===== src/hdl/hla_pkg.sv =====
`default_nettype none
package hla_pkg;

    // Fixed heap layout constants
    localparam int unsigned HEAP_WORDS_DEF = 16384;
    localparam int unsigned CHUNK_RESET    = 4096;
    localparam int unsigned MIN_BLOCK      = 16;
    localparam int unsigned TAG_BYTES      = 8;
    localparam int unsigned CHUNK_W        = 17;
    localparam int unsigned WQ_DEPTH       = 4;

    // Request kinds
    localparam logic [1:0] KIND_ALLOC   = 2'd0;
    localparam logic [1:0] KIND_FREE    = 2'd1;
    localparam logic [1:0] KIND_REALLOC = 2'd2;

    // Result status codes
    localparam logic [1:0] ST_OK   = 2'd0;
    localparam logic [1:0] ST_OOM  = 2'd1;
    localparam logic [1:0] ST_NULL = 2'd2;

    // Sequencer states
    typedef enum logic [4:0] {
        S_CLEAR,
        S_IDLE,
        S_TAKE,
        S_FF,
        S_EXT,
        S_M0,
        S_M1,
        S_M2,
        S_M3,
        S_M4,
        S_CARVE0,
        S_CARVE,
        S_REL0,
        S_REL1,
        S_CHK,
        S_CHK1,
        S_CHK2,
        S_GROWIN,
        S_WQ,
        S_DONE
    } state_t;

    // Where a coalesce pass was entered from
    typedef enum logic {
        MCTX_GROW,
        MCTX_REL
    } mctx_t;

    typedef struct packed {
        logic [15:0] result_addr;
        logic [1:0]  status;
        logic [15:0] copy_from;
        logic [15:0] copy_len;
    } result_t;

    // Byte address width with headroom for address plus size sums
    function automatic int unsigned addr_bits(int unsigned words);
        int unsigned a;
        a = $clog2(words) + 2;
        if (a < CHUNK_W) begin
            a = CHUNK_W;
        end
        return a + 2;
    endfunction

endpackage
`default_nettype wire


===== src/hdl/hla_ctrl.sv =====
`default_nettype none
module hla_ctrl import hla_pkg::*; #(
    parameter int unsigned HEAP_WORDS = HEAP_WORDS_DEF
) (
    input  wire                                 aclk,
    input  wire                                 aresetn,
    input  wire                                 in_valid,
    output logic                                in_ready,
    input  wire  [1:0]                          in_kind,
    input  wire  [15:0]                         in_addr,
    input  wire  [15:0]                         in_size,
    input  wire  [CHUNK_W-1:0]                  chunk,
    output logic                                res_valid,
    input  wire                                 res_ack,
    output result_t                             res,
    output logic                                mem_we,
    output logic [addr_bits(HEAP_WORDS)-1:0]    mem_waddr,
    output logic [31:0]                         mem_wdata,
    output logic                                mem_re,
    output logic [addr_bits(HEAP_WORDS)-1:0]    mem_raddr,
    input  wire  [31:0]                         mem_rdata
);
    localparam int unsigned W  = addr_bits(HEAP_WORDS);
    localparam int unsigned IW = $clog2(HEAP_WORDS);
    localparam logic [W-1:0] HEAP_BYTES = W'(HEAP_WORDS * 4);
    localparam bit FITS = (HEAP_WORDS * 4) >= (16 + CHUNK_RESET);
    localparam logic [W-1:0] BRK_RESET = FITS ? W'(16 + CHUNK_RESET) : W'(16);
    localparam logic [W-1:0] ALIGN_MASK = ~W'(7);

    state_t state_reg, state_next;
    state_t wq_ret_reg, wq_ret_next;
    mctx_t  mctx_reg, mctx_next;

    logic [IW-1:0] clr_reg, clr_next;
    logic [W-1:0]  brk_reg, brk_next;
    logic [W-1:0]  bp_reg, bp_next;
    logic [W-1:0]  addr_reg, addr_next;
    logic [W-1:0]  size_reg, size_next;
    logic [W-1:0]  need_reg, need_next;
    logic [W-1:0]  s_reg, s_next;
    logic [31:0]   h_reg, h_next;
    logic [W-1:0]  msz_reg, msz_next;
    logic [W-1:0]  pfs_reg, pfs_next;
    logic          pu_reg, pu_next;
    logic [W-1:0]  nx_reg, nx_next;
    logic [W-1:0]  nsz_reg, nsz_next;
    logic          nu_reg, nu_next;
    logic [W-1:0]  copy_reg, copy_next;
    logic [W-1:0]  res_reg, res_next;
    logic [1:0]    st_reg, st_next;
    logic [15:0]   cf_reg, cf_next;
    logic [15:0]   cl_reg, cl_next;
    logic          move_reg, move_next;
    logic [1:0]    kind_reg, kind_next;

    // Pending tag writes, drained one a cycle
    logic [W-1:0]  wq_a_reg [WQ_DEPTH];
    logic [W-1:0]  wq_a_next [WQ_DEPTH];
    logic [W-1:0]  wq_d_reg [WQ_DEPTH];
    logic [W-1:0]  wq_d_next [WQ_DEPTH];
    logic [2:0]    wq_cnt_reg, wq_cnt_next;
    logic [1:0]    wq_idx_reg, wq_idx_next;

    logic [31:0]   d;
    logic [W-1:0]  dsz;
    logic [31:0]   init_word;
    logic [W-1:0]  ext;
    logic [W-1:0]  grow_b;
    logic [W-1:0]  total;
    logic [W-1:0]  remain;
    logic [W-1:0]  used;
    logic [W-1:0]  pv;
    state_t        mret;

    assign d   = mem_rdata;
    assign dsz = d[W-1:0] & ALIGN_MASK;

    // Initial heap image: pad, prologue, first free chunk, epilogue
    always_comb begin
        init_word = 32'd0;
        if (clr_reg == IW'(1) || clr_reg == IW'(2)) begin
            init_word = 32'(TAG_BYTES + 1);
        end else if (clr_reg == IW'(3)) begin
            init_word = FITS ? 32'(CHUNK_RESET) : 32'd1;
        end else if (FITS && clr_reg == IW'(1026)) begin
            init_word = 32'(CHUNK_RESET);
        end else if (FITS && clr_reg == IW'(1027)) begin
            init_word = 32'd1;
        end
    end

    // Growth amount: max(need, chunk) rounded to an even word count
    always_comb begin
        ext    = (need_reg > W'(chunk)) ? need_reg : W'(chunk);
        grow_b = (ext & ALIGN_MASK) + (ext[2] ? W'(8) : W'(0));
    end

    always_comb begin
        state_next  = state_reg;
        wq_ret_next = wq_ret_reg;
        mctx_next   = mctx_reg;
        clr_next    = clr_reg;
        brk_next    = brk_reg;
        bp_next     = bp_reg;
        addr_next   = addr_reg;
        size_next   = size_reg;
        need_next   = need_reg;
        s_next      = s_reg;
        h_next      = h_reg;
        msz_next    = msz_reg;
        pfs_next    = pfs_reg;
        pu_next     = pu_reg;
        nx_next     = nx_reg;
        nsz_next    = nsz_reg;
        nu_next     = nu_reg;
        copy_next   = copy_reg;
        res_next    = res_reg;
        st_next     = st_reg;
        cf_next     = cf_reg;
        cl_next     = cl_reg;
        move_next   = move_reg;
        kind_next   = kind_reg;
        wq_a_next   = wq_a_reg;
        wq_d_next   = wq_d_reg;
        wq_cnt_next = wq_cnt_reg;
        wq_idx_next = wq_idx_reg;
        mem_we      = 1'b0;
        mem_waddr   = '0;
        mem_wdata   = 32'd0;
        mem_re      = 1'b0;
        mem_raddr   = '0;
        in_ready    = 1'b0;
        res_valid   = 1'b0;
        total       = '0;
        remain      = '0;
        used        = '0;
        pv          = '0;
        mret        = (mctx_reg == MCTX_GROW) ? S_CARVE0 : S_DONE;

        unique case (state_reg)
            // Sweep the memory once after reset
            S_CLEAR: begin
                mem_we    = 1'b1;
                mem_waddr = W'({clr_reg, 2'b00});
                mem_wdata = init_word;
                clr_next  = clr_reg + IW'(1);
                if (clr_reg == IW'(HEAP_WORDS - 1)) begin
                    state_next = S_IDLE;
                end
            end

            S_IDLE: begin
                in_ready = 1'b1;
                if (in_valid) begin
                    kind_next = in_kind;
                    addr_next = W'(in_addr);
                    res_next  = '0;
                    st_next   = ST_OK;
                    cf_next   = 16'd0;
                    cl_next   = 16'd0;
                    move_next = 1'b0;
                    case (in_kind)
                        KIND_ALLOC: begin
                            size_next  = W'(in_size);
                            state_next = S_TAKE;
                        end
                        KIND_FREE: begin
                            state_next = S_CHK;
                        end
                        KIND_REALLOC: begin
                            size_next  = (W'(in_size) + W'(7)) & ALIGN_MASK;
                            state_next = (in_addr == 16'd0) ? S_TAKE : S_CHK;
                        end
                        default: begin
                            state_next = S_DONE;
                        end
                    endcase
                end
            end

            // Allocation: round, then first-fit walk from the prologue
            S_TAKE: begin
                if (size_reg == '0) begin
                    st_next    = ST_NULL;
                    state_next = S_DONE;
                end else begin
                    need_next  = (size_reg + W'(TAG_BYTES + 7)) & ALIGN_MASK;
                    bp_next    = W'(8);
                    mem_re     = 1'b1;
                    mem_raddr  = W'(4);
                    state_next = S_FF;
                end
            end

            // One header a cycle
            S_FF: begin
                if (dsz == '0) begin
                    state_next = S_EXT;
                end else if (!d[0] && dsz >= need_reg) begin
                    state_next = S_CARVE0;
                end else if (bp_reg + dsz >= brk_reg) begin
                    state_next = S_EXT;
                end else begin
                    bp_next   = bp_reg + dsz;
                    mem_re    = 1'b1;
                    mem_raddr = bp_reg + dsz - W'(4);
                end
            end

            // No fit: extend the break
            S_EXT: begin
                if (brk_reg + grow_b > HEAP_BYTES) begin
                    st_next    = ST_OOM;
                    res_next   = '0;
                    state_next = S_DONE;
                end else begin
                    wq_a_next[0] = brk_reg - W'(4);
                    wq_d_next[0] = grow_b;
                    wq_a_next[1] = brk_reg + grow_b - W'(8);
                    wq_d_next[1] = grow_b;
                    wq_a_next[2] = brk_reg + grow_b - W'(4);
                    wq_d_next[2] = W'(1);
                    wq_cnt_next  = 3'd3;
                    wq_idx_next  = 2'd0;
                    bp_next      = brk_reg;
                    brk_next     = brk_reg + grow_b;
                    mctx_next    = MCTX_GROW;
                    wq_ret_next  = S_M0;
                    state_next   = S_WQ;
                end
            end

            // Coalesce around bp
            S_M0: begin
                mem_re     = 1'b1;
                mem_raddr  = bp_reg - W'(4);
                state_next = S_M1;
            end

            S_M1: begin
                msz_next   = dsz;
                mem_re     = 1'b1;
                mem_raddr  = bp_reg - W'(8);
                state_next = S_M2;
            end

            S_M2: begin
                pu_next    = d[0];
                pfs_next   = dsz;
                nx_next    = bp_reg + msz_reg;
                mem_re     = 1'b1;
                mem_raddr  = bp_reg + msz_reg - W'(4);
                state_next = S_M3;
            end

            S_M3: begin
                nu_next  = d[0];
                nsz_next = dsz;
                if (pu_reg && d[0]) begin
                    state_next = mret;
                end else if (pu_reg) begin
                    total        = msz_reg + dsz;
                    wq_a_next[0] = bp_reg - W'(4);
                    wq_d_next[0] = total;
                    wq_a_next[1] = nx_reg + dsz - W'(8);
                    wq_d_next[1] = total;
                    wq_cnt_next  = 3'd2;
                    wq_idx_next  = 2'd0;
                    wq_ret_next  = mret;
                    state_next   = S_WQ;
                end else begin
                    mem_re     = 1'b1;
                    mem_raddr  = bp_reg - pfs_reg - W'(4);
                    state_next = S_M4;
                end
            end

            // Previous block free: merge downwards
            S_M4: begin
                pv = bp_reg - pfs_reg;
                if (nu_reg) begin
                    total        = dsz + msz_reg;
                    wq_a_next[0] = nx_reg - W'(8);
                    wq_d_next[0] = total;
                    wq_a_next[1] = pv - W'(4);
                    wq_d_next[1] = total;
                end else begin
                    total        = dsz + msz_reg + nsz_reg;
                    wq_a_next[0] = pv - W'(4);
                    wq_d_next[0] = total;
                    wq_a_next[1] = nx_reg + nsz_reg - W'(8);
                    wq_d_next[1] = total;
                end
                wq_cnt_next = 3'd2;
                wq_idx_next = 2'd0;
                bp_next     = pv;
                wq_ret_next = mret;
                state_next  = S_WQ;
            end

            S_CARVE0: begin
                mem_re     = 1'b1;
                mem_raddr  = bp_reg - W'(4);
                state_next = S_CARVE;
            end

            // Mark used, splitting off a remainder of at least a minimum block
            S_CARVE: begin
                if (dsz < need_reg + W'(MIN_BLOCK)) begin
                    wq_a_next[0] = bp_reg - W'(4);
                    wq_d_next[0] = dsz | W'(1);
                    wq_a_next[1] = bp_reg + dsz - W'(8);
                    wq_d_next[1] = dsz | W'(1);
                    wq_cnt_next  = 3'd2;
                end else begin
                    wq_a_next[0] = bp_reg - W'(4);
                    wq_d_next[0] = need_reg | W'(1);
                    wq_a_next[1] = bp_reg + need_reg - W'(8);
                    wq_d_next[1] = need_reg | W'(1);
                    wq_a_next[2] = bp_reg + need_reg - W'(4);
                    wq_d_next[2] = dsz - need_reg;
                    wq_a_next[3] = bp_reg + dsz - W'(8);
                    wq_d_next[3] = dsz - need_reg;
                    wq_cnt_next  = 3'd4;
                end
                wq_idx_next = 2'd0;
                res_next    = bp_reg;
                st_next     = ST_OK;
                if (move_reg) begin
                    cf_next     = addr_reg[15:0];
                    cl_next     = copy_reg[15:0];
                    bp_next     = addr_reg;
                    wq_ret_next = S_REL0;
                end else begin
                    wq_ret_next = S_DONE;
                end
                state_next = S_WQ;
            end

            // Release: clear the used bit, then coalesce
            S_REL0: begin
                mem_re     = 1'b1;
                mem_raddr  = bp_reg - W'(4);
                state_next = S_REL1;
            end

            S_REL1: begin
                wq_a_next[0] = bp_reg - W'(4);
                wq_d_next[0] = dsz;
                wq_a_next[1] = bp_reg + dsz - W'(8);
                wq_d_next[1] = dsz;
                wq_cnt_next  = 3'd2;
                wq_idx_next  = 2'd0;
                mctx_next    = MCTX_REL;
                wq_ret_next  = S_M0;
                state_next   = S_WQ;
            end

            // Block check: address range, header, footer
            S_CHK: begin
                if (addr_reg != '0 && addr_reg[2:0] == 3'd0 &&
                    addr_reg >= W'(MIN_BLOCK) && addr_reg < brk_reg) begin
                    bp_next    = addr_reg;
                    mem_re     = 1'b1;
                    mem_raddr  = addr_reg - W'(4);
                    state_next = S_CHK1;
                end else begin
                    state_next = S_DONE;
                end
            end

            S_CHK1: begin
                h_next = d;
                s_next = dsz;
                if (!d[0] || dsz < W'(MIN_BLOCK) || bp_reg + dsz > brk_reg) begin
                    state_next = S_DONE;
                end else begin
                    mem_re     = 1'b1;
                    mem_raddr  = bp_reg + dsz - W'(8);
                    state_next = S_CHK2;
                end
            end

            S_CHK2: begin
                if (d != h_reg) begin
                    state_next = S_DONE;
                end else if (kind_reg == KIND_FREE) begin
                    state_next = S_REL0;
                end else if (size_reg == '0) begin
                    st_next    = ST_NULL;
                    state_next = S_REL0;
                end else begin
                    copy_next = s_reg - W'(TAG_BYTES);
                    if (size_reg <= s_reg - W'(TAG_BYTES)) begin
                        need_next  = size_reg + W'(TAG_BYTES);
                        state_next = S_CARVE0;
                    end else begin
                        nx_next    = bp_reg + s_reg;
                        mem_re     = 1'b1;
                        mem_raddr  = bp_reg + s_reg - W'(4);
                        state_next = S_GROWIN;
                    end
                end
            end

            // Grow into a free successor, or move
            S_GROWIN: begin
                total  = dsz + s_reg;
                used   = size_reg + W'(TAG_BYTES);
                remain = total - used;
                if (!d[0] && dsz + copy_reg >= size_reg) begin
                    if (remain >= W'(MIN_BLOCK)) begin
                        wq_a_next[0] = bp_reg - W'(4);
                        wq_d_next[0] = used | W'(1);
                        wq_a_next[1] = bp_reg + used - W'(8);
                        wq_d_next[1] = used | W'(1);
                        wq_a_next[2] = bp_reg + used - W'(4);
                        wq_d_next[2] = remain;
                        wq_a_next[3] = bp_reg + total - W'(8);
                        wq_d_next[3] = remain;
                        wq_cnt_next  = 3'd4;
                    end else begin
                        wq_a_next[0] = bp_reg - W'(4);
                        wq_d_next[0] = total | W'(1);
                        wq_a_next[1] = bp_reg + total - W'(8);
                        wq_d_next[1] = total | W'(1);
                        wq_cnt_next  = 3'd2;
                    end
                    wq_idx_next = 2'd0;
                    res_next    = bp_reg;
                    wq_ret_next = S_DONE;
                    state_next  = S_WQ;
                end else begin
                    move_next  = 1'b1;
                    state_next = S_TAKE;
                end
            end

            S_WQ: begin
                mem_we      = 1'b1;
                mem_waddr   = wq_a_reg[wq_idx_reg];
                mem_wdata   = 32'(wq_d_reg[wq_idx_reg]);
                wq_idx_next = wq_idx_reg + 2'd1;
                if ({1'b0, wq_idx_reg} == wq_cnt_reg - 3'd1) begin
                    state_next = wq_ret_reg;
                end
            end

            S_DONE: begin
                res_valid = 1'b1;
                if (res_ack) begin
                    state_next = S_IDLE;
                end
            end

            default: begin
                state_next = S_IDLE;
            end
        endcase
    end

    assign res.result_addr = res_reg[15:0];
    assign res.status      = st_reg;
    assign res.copy_from   = cf_reg;
    assign res.copy_len    = cl_reg;

    // Control state
    always_ff @(posedge aclk) begin
        if (!aresetn) begin
            state_reg   <= S_CLEAR;
            clr_reg     <= '0;
            brk_reg     <= BRK_RESET;
            wq_cnt_reg  <= 3'd1;
            wq_idx_reg  <= 2'd0;
            wq_ret_reg  <= S_IDLE;
            mctx_reg    <= MCTX_REL;
        end else begin
            state_reg   <= state_next;
            clr_reg     <= clr_next;
            brk_reg     <= brk_next;
            wq_cnt_reg  <= wq_cnt_next;
            wq_idx_reg  <= wq_idx_next;
            wq_ret_reg  <= wq_ret_next;
            mctx_reg    <= mctx_next;
        end
    end

    // Working registers
    always_ff @(posedge aclk) begin
        bp_reg   <= bp_next;
        addr_reg <= addr_next;
        size_reg <= size_next;
        need_reg <= need_next;
        s_reg    <= s_next;
        h_reg    <= h_next;
        msz_reg  <= msz_next;
        pfs_reg  <= pfs_next;
        pu_reg   <= pu_next;
        nx_reg   <= nx_next;
        nsz_reg  <= nsz_next;
        nu_reg   <= nu_next;
        copy_reg <= copy_next;
        res_reg  <= res_next;
        st_reg   <= st_next;
        cf_reg   <= cf_next;
        cl_reg   <= cl_next;
        move_reg <= move_next;
        kind_reg <= kind_next;
        wq_a_reg <= wq_a_next;
        wq_d_reg <= wq_d_next;
    end

endmodule
`default_nettype wire


===== config.mk =====
export PLATFORM = sky130hd
export DESIGN_NAME = hla_ctrl
export DESIGN_NICKNAME = d
export VERILOG_FILES = /design/src/hdl/hla_pkg.sv /design/src/hdl/hla_ctrl.sv
export SDC_FILE = /design/constraint.sdc
export NUM_CORES = 2
export LEC_CHECK = 0
export BUFFER_PORTS_ARGS = -buffer_cell sky130_fd_sc_hd__buf_2
export CAP_MARGIN = 15
export CORE_MARGIN = 3
export CORE_UTILIZATION = 35
export CTS_CLUSTER_SIZE = 10
export DETAILED_ROUTE_END_ITERATION = 8
export PLACE_DENSITY = 0.53
export SKIP_CTS_REPAIR_TIMING = 1
export SLEW_MARGIN = 10
export SYNTH_ARGS = -nofsm -noshare
export SYNTH_HDL_FRONTEND = slang
export SYNTH_SLANG_ARGS = --single-unit

===== constraint.sdc =====
create_clock -name aclk -period 19.2 [get_ports aclk]
set_input_delay 3.84 -clock aclk [delete_from_list [all_inputs] [get_ports aclk]]
set_output_delay 3.84 -clock aclk [all_outputs]
set_load 0.05 [all_outputs]

# Word-level counts from Yosys, hierarchy flattened

Cells that the tools add are included.

$lt $le $gt $ge: 13
Multiplexer cells: 147
Reduce and logical (&&, ||, !) cells: 54
Bitwise gates (word level): 5
Add/subtract/negate cells: 44
Equal/unequal tests: 54

Operators by type and width:

| kind                    | count |
|---|---|
| $mux W19                | 34 |
| $mux W38                | 12 |
| $pmux W38 S6            | 2 |
| $add A19 B19 Y19        | 13 |
| $pmux W19 S2            | 6 |
| $sub A19 B4 Y19 const B | 10 |
| $pmux W19 S9            | 1 |
| $sub A19 B3 Y19 const B | 9 |
| $mux W76                | 2 |
| $mux W57                | 2 |
| $pmux W19 S3            | 2 |
| $pmux W19 S6            | 1 |
| $mux W5                 | 22 |
| $mux W16                | 6 |
| $mux W32                | 3 |
| $pmux W5 S18            | 1 |
| $bmux W19 S2            | 2 |
| $pmux W16 S2            | 2 |
| $pmux W16 S4            | 1 |
| $pmux W32 S2            | 1 |
| $ge A19 B19 Y1          | 3 |
| $sub A19 B19 Y19        | 3 |
| $ne A2 B2 Y1 const B    | 23 |
| $eq A5 B4 Y1 const B    | 8 |
| 66 further kinds        | 148 |

Output and inout bits: 124
Word-level logic and storage cells: 351
Bits of input ports: 87
Register bits after elaboration: 463

# Logic depth before layout (Yosys ltp)

Depth after elaboration: 8
Gate-level depth with buffers: 29
Gate-level depth less buffers: 26

# Worst setup path after synthesis

OpenSTA, ideal clock, no wires.

Kind: input -> register
From: input port chunk[16]
To: register wq_a_reg[19] (netlist bit) (enable)
Setup time: 0.638 ns
Cell stages on the path: 23
Data required time: 18.562 ns
Arrival time: 15.317 ns
Path buffers: 2
Path slack: 3.245 ns
Path through: inv_1 ha_1 nand2_1 or3_1 o32ai_1 clkbuf_1 clkbuf_1 mux2_2 ha_1 ha_1 nand3_1 mux2_2 nand2b_1 xnor2_1 ha_1 o21ai_0 nand2_1 a31o_2 a2111o_1 a41oi_1 xnor2_2 o2111ai_4 a2111oi_0

Longest elaborated chain between the ends: 8

RTL lines:

| item                          | RTL line        | text |
|---|---|---|
| start, declared               | hla_ctrl.sv:12  | `input wire [CHUNK_W-1:0] chunk,` |
| $gt A19 B17 Y1                | hla_ctrl.sv:94  | `ext = (need_reg > W'(chunk)) ? need_reg : W'(chunk);` |
| $mux W19 *                    | hla_ctrl.sv:94  |  |
| $mux W4                       | hla_ctrl.sv:95  | `grow_b = (ext & ALIGN_MASK) + (ext[2] ? W'(8) : W'(0));` |
| $add A19 B4 Y19 *             | hla_ctrl.sv:95  |  |
| $add A19 B19 Y19 *            | hla_ctrl.sv:212 | `if (brk_reg + grow_b > HEAP_BYTES) begin` |
| $gt A19 B17 Y1 *              | hla_ctrl.sv:212 |  |
| $ne A2 B2 Y1 (no line) *      | n/a             |  |
| $reduce_and A5 Y1 (no line) * | n/a             |  |
| end signal, assigned          | hla_ctrl.sv:509 | `wq_a_reg <= wq_a_next;` |
| end, declared                 | hla_ctrl.sv:57  | `logic [W-1:0] wq_a_reg [WQ_DEPTH];` |

Every way passes the cells marked *; elsewhere a longest branch is shown, timed or not.
A chain may end at the register's enable or synchronous reset.

# Worst setup path in the final report

From: input port mem_rdata[6]
To: output port mem_raddr[6]

Longest elaborated chain between the ends: 6
Elaborated cells on any way between the ends: 18
Those cells by class: add/sub: 3; order compare: 4; eq/ne: 1; mux: 6; reduce/logical: 4

RTL lines:

| item                                                     | RTL line                         | text |
|---|---|---|
| start, declared                                          | hla_ctrl.sv:21                   | `input wire [31:0] mem_rdata` |
| $add A19 B19 Y19                                         | n/a                              |  |
| $sub A19 B3 Y19 / $ge A19 B19 Y1 (equally long branches) | hla_ctrl.sv:206, hla_ctrl.sv:201 |  |
| $mux W19                                                 | hla_ctrl.sv:201                  | `end else if (bp_reg + dsz >= brk_reg) begin` |
| $mux W19                                                 | hla_ctrl.sv:199                  | `end else if (!d[0] && dsz >= need_reg) begin` |
| $mux W19                                                 | hla_ctrl.sv:197                  | `if (dsz == '0) begin` |
| $pmux W19 S9 *                                           | hla_ctrl.sv:140                  | `unique case (state_reg)` |
| end, declared                                            | hla_ctrl.sv:20                   | `output logic [addr_bits(HEAP_WORDS)-1:0] mem_raddr,` |

Marked as above.

==> results <==
- No sink is reached through more buffers than the 3 on the longest clock path.
- The startpoint kind of the worst setup timing path is an input port.
- After global routing the overflow that remains totals 0.
- The routed wire length per instance is 31.0 um.
- The final instance area is 45,700 um2.
- For this run, the number of Yosys warnings is 0.
- The library cells used most frequently in the layout, excluding fill and tap cells, are sky130_fd_sc_hd__ha_1, sky130_fd_sc_hd__nor2_1, sky130_fd_sc_hd__inv_1.
- For this run, the total global-route usage over all layers was measured as 32.0%.
- For flop-to-flop paths, the worst setup slack is 9930 ps.
- The floorplan step defined a die boundary enclosing 120,000 um2.
- The half-perimeter wire length after detailed placement is 156,000 um.
- The internal power contribution is 1.94 mW.
- The post-route clock period utilization is 73.5%.
- The routed design has 200,000 um of wire.
- In the final layout, the share of cells above drive strength 1 is 10.5%.
- The area of combinational cells with multiple inputs is 26,700 um2.
- For the pin with the worst max-slew slack, the measured transition is 1350 ps.
- The synthesized-area fraction occupied by xor and xnor cells is 9.84%.
- The register with the most flip-flops in the layout has 76 of them.
- TritonCTS built the clock tree.
- STA puts the critical path data required time at 15,360 ps.
- The area of all sequential standard cells is 12,000 um2.
- On the critical path, the stage with the largest delay is an instance of sky130_fd_sc_hd__xor2_1.
- Static timing analysis puts the maximum clock frequency at 0.0709 GHz.
- The count of max-cap constraint violations is 0.
- The worst min-delay path category is reg2reg.
- For this run, design rule violations remaining after detail routing come to 0.
- IR analysis of the VDD net gives a maximum drop of 73.2 uV.
- In this run, CTS created clock tree buffers numbering 55.
- Power spread over the standard cell area amounts to 68.8 nW/um2.
- The gate count after technology mapping is 4,663.
- The number of pins with negative max-slew slack in the final report is 0.
- The portion of the post-synthesis area used by sequential elements is 29.6%.
- Combinational logic is responsible for 34.2% of the overall power.
- Of all flip-flops after synthesis, the portion carrying an async set or reset was 0%.
- The instance area after placement is 44,000 um2.
- Once detail routing completed, the nets flagged for antenna violations numbered 0.
- The length in cells of the worst reg-to-reg path is 23.
- 0 antenna diodes ended up in the layout.
- The path with the worst hold slack has its endpoint at wq_ret_reg[0].
- The area growth from synthesis to final layout is 12.5%.
- Cells fill 39.8% of the core in the end.
- On the worst path, the slowest cell contributes a delay of 670 ps.
- The sequential share of power is 33.0%.
- Among cell families on the critical path, the largest total delay comes from compound AO/OA/AOI/OAI gates.
- In this run the cell area of the synthesized design comes to 40,700 um2.
- The routed via count divided by cell count is 6.18.
- The layout net count is 5,398.
- Sorting the synthesized cells by area gives the leading types as sky130_fd_sc_hd__edfxtp_1, sky130_fd_sc_hd__ha_1, sky130_fd_sc_hd__xnor2_1.
- Data on the critical path arrives at its endpoint at 10,270 ps.
- The beginning of the worst hold path is wq_ret_reg[0].
- In this run, synthesis inferred 370 flip-flops with an integrated enable.
- The first-pass iteration count of the detailed router is 9.
- The via count of the first global-routing pass came to 37.1k.
- Of the total power, the share spent switching nets is 38.4%.
- The area share of the leading cell type in the synthesized netlist is 27.3%.
- The number of DRC violations after detailed-routing iteration 0 is 5,243.
- Clock-pin slew was measured on the worst setup and hold paths at 60 ps.
- The synthesized design spends more area on one cell type than any other, namely sky130_fd_sc_hd__edfxtp_1.
- The first-pass GRT wire length is 278,000 um.
- The root buffer selected by CTS is sky130_fd_sc_hd__clkbuf_16.
- Counting every sink on the clock net gives 416.
- The initial standard-cell utilization of the core is 35.4%.
- The weighted congestion at the end of routability-driven global placement is 1.08.
- The startpoint of the worst-slack reg-to-reg timing path is need_reg[16].
- Leaving out fill and tap cells, the most frequent cell in the layout is sky130_fd_sc_hd__ha_1.
- The nature of the critical path endpoint is an output port.
- The capture point of the worst reg-to-reg path is wq_d_reg[74].
- The initial antenna violation count is 7.
- The post-synthesis compound-gate area fraction is 21.1%.
- In this run the power spent charging and discharging nets is 1.21 mW.
- Measured against the total synthesized area, the mux share comes to 2.75%.
- In this run the mean area of a mapped cell was 8.72 um2.
- The simple-gate share of the synthesized area is 18.1%.
- Buffers placed on the I/O ports in this run total 194.
- The maximum fanout along the worst path is 15.
- Entering global routing, the biggest net connects 61 pins.
- The placeable core region is 115,000 um2.
- Setup repair after global routing left no endpoint under its margin.
- The fraction of power consumed by the clock network is 32.8%.
- The relative slew slack is 8.90%.
- The floorplan die height is 347 um.
- For the finished layout, the period the worst path requires is 14,110 ps.
- For this design the top-level I/O count stands at 211.
- The post-route clock skew is 58.4 ps.
- Clock latency on the worst-skew pair, taken at its later pin, is 700 ps.
- The number of placement rows is 124.
- The leakage power figure is 18.4 nW.
- The number of levels in the clock H-tree is 2.
- For this block, the via count after detailed routing is 39.8k.
- The die is 347 um wide.
- Counting both buffers and inverters, the worst setup path holds a total of 2.
- For this run, the leading register cell type out of synthesis is sky130_fd_sc_hd__edfxtp_1.
- The flow ran to the end, and the final reports show no timing, DRC or antenna violations.
- The number of inserted filler cells in the final layout is 11.7k.
- The synthesized netlist devotes 13.2% of its cell area to adder and majority cells.
- The worst setup path is of the in2out kind.
- After synthesis, the largest family of logic cells by area is compound AO/OA/AOI/OAI gates.
- Along the worst hold path, the cell count comes to 2.
- The synthesized flop and latch total is 416.
- The critical path goes through buf_2 -> ha_1 -> and3_1 -> a22oi_1 -> a211oi_1 -> a2111oi_0 -> o21bai_1 -> xor2_1 -> ha_1 -> nand4_1 -> nor2_1 -> a221oi_1 -> o21ai_0 -> nor4_1 -> nand2_1 -> a31oi_1 -> o21ai_0 -> o311ai_0 -> buf_2.
- The netlist uses 109 different library cells.
- The final hold violation count came to 0.
- The summed negative setup slack over all endpoints is 0 ps.
- Setup violations remaining at the end of the flow were counted as 0.
[layout make-up]
| cell class | instances | area share [%] |
|---|---|---|
| flip-flops and latches | 416 | 26.3 |
| clock buffers | 78 | 3.29 |
| inverters | 391 | 3.21 |
| well taps | 1512 | 4.14 |
| multi-input cells | 3706 | 58.3 |
| repair buffers | 322 | 4.22 |
| clock inverters | 21 | 0.555 |
[worst max path at each step]
stage,slack (ps),depth (start not counted),end,start
after global routing,4850,19,mem_raddr[6],mem_rdata[6]
final,5090,19,mem_raddr[6],mem_rdata[6]
after global placement,5260,19,mem_raddr[6],mem_rdata[6]
after floorplan,3240,23,wq_a_reg[19],chunk[16]
after CTS,5210,19,mem_raddr[6],mem_rdata[6]
after detailed placement,5250,19,mem_raddr[6],mem_rdata[6]
[power by group through the flow]
stage | Clock [mW] | Sequential, mW | Combinational, mW
floorplan | 0 | 1.06 | 0.651
global placement | 0 | 1.06 | 1.04
detailed placement | 0 | 1.05 | 1.04
CTS | 1.05 | 1.04 | 1.04
global route | 1.08 | 1.04 | 1.14
finish | 1.03 | 1.04 | 1.08
[worst min-delay path: stages, from the launching register on]
cell and delay [ps]:
sky130_fd_sc_hd__dfxtp_1 310, sky130_fd_sc_hd__inv_1 50, sky130_fd_sc_hd__o21bai_1 60
[cell usage after synthesis, types with 40 or more instances]
| library cell | n |
|---|---|
| sky130_fd_sc_hd__nand2_1 | 328 |
| sky130_fd_sc_hd__xnor2_1 | 316 |
| sky130_fd_sc_hd__or3_1 | 48 |
| sky130_fd_sc_hd__o21a_1 | 45 |
| sky130_fd_sc_hd__inv_1 | 387 |
| sky130_fd_sc_hd__nand2b_1 | 45 |
| sky130_fd_sc_hd__nor2b_1 | 44 |
| sky130_fd_sc_hd__a221oi_1 | 44 |
| sky130_fd_sc_hd__dfxtp_1 | 46 |
| sky130_fd_sc_hd__nor3_1 | 149 |
| sky130_fd_sc_hd__o21ai_0 | 222 |
| sky130_fd_sc_hd__nor4_1 | 63 |
| sky130_fd_sc_hd__o211ai_1 | 65 |
| sky130_fd_sc_hd__and3_1 | 40 |
| sky130_fd_sc_hd__a21oi_1 | 257 |
| sky130_fd_sc_hd__nand4_1 | 54 |
| sky130_fd_sc_hd__clkbuf_1 | 119 |
| sky130_fd_sc_hd__ha_1 | 405 |
| sky130_fd_sc_hd__a31oi_1 | 53 |
| sky130_fd_sc_hd__and2_1 | 70 |
| sky130_fd_sc_hd__nand3_1 | 135 |
| sky130_fd_sc_hd__o22ai_1 | 40 |
| sky130_fd_sc_hd__edfxtp_1 | 370 |
| sky130_fd_sc_hd__nor2_1 | 396 |
| sky130_fd_sc_hd__a211oi_1 | 78 |
| sky130_fd_sc_hd__a21o_1 | 95 |
| sky130_fd_sc_hd__mux2i_1 | 63 |
| sky130_fd_sc_hd__xor2_1 | 139 |
[metal layers]
layer  track usage [%]  up-vias  part of all wire, %
met3              8.88      529                   11
met4              18.2        8                  6.9
met1              41.8    19167                   40
li1                  -    17797                    -
met5                 0        -                0.028
met2              47.5     2307                   42
[logic make-up after synthesis]
| kind of cell | Yosys count |
|---|---|
| XOR/XNOR | 456 |
| AO/OA/AOI/OAI | 1242 |
| adder cells (fa/ha/maj) | 419 |
| flip-flops | 416 |
| AND/OR/NAND/NOR | 1486 |
| buffers and inverters | 556 |
| other | 1 |
| multiplexers | 87 |
[stage by stage]
step	total power [mW]	setup WS, ps	cells	hold slack [ps]
after global routing	3.26	4850	6446	501
final	3.15	5090	6446	474
after CTS	3.13	5210	6446	472
after floorplan	1.72	3240	4678	439
after global placement	2.09	5260	6347	468
after detailed placement	2.09	5250	6347	466
No activity file was read; power rests on OpenSTA's default activity.
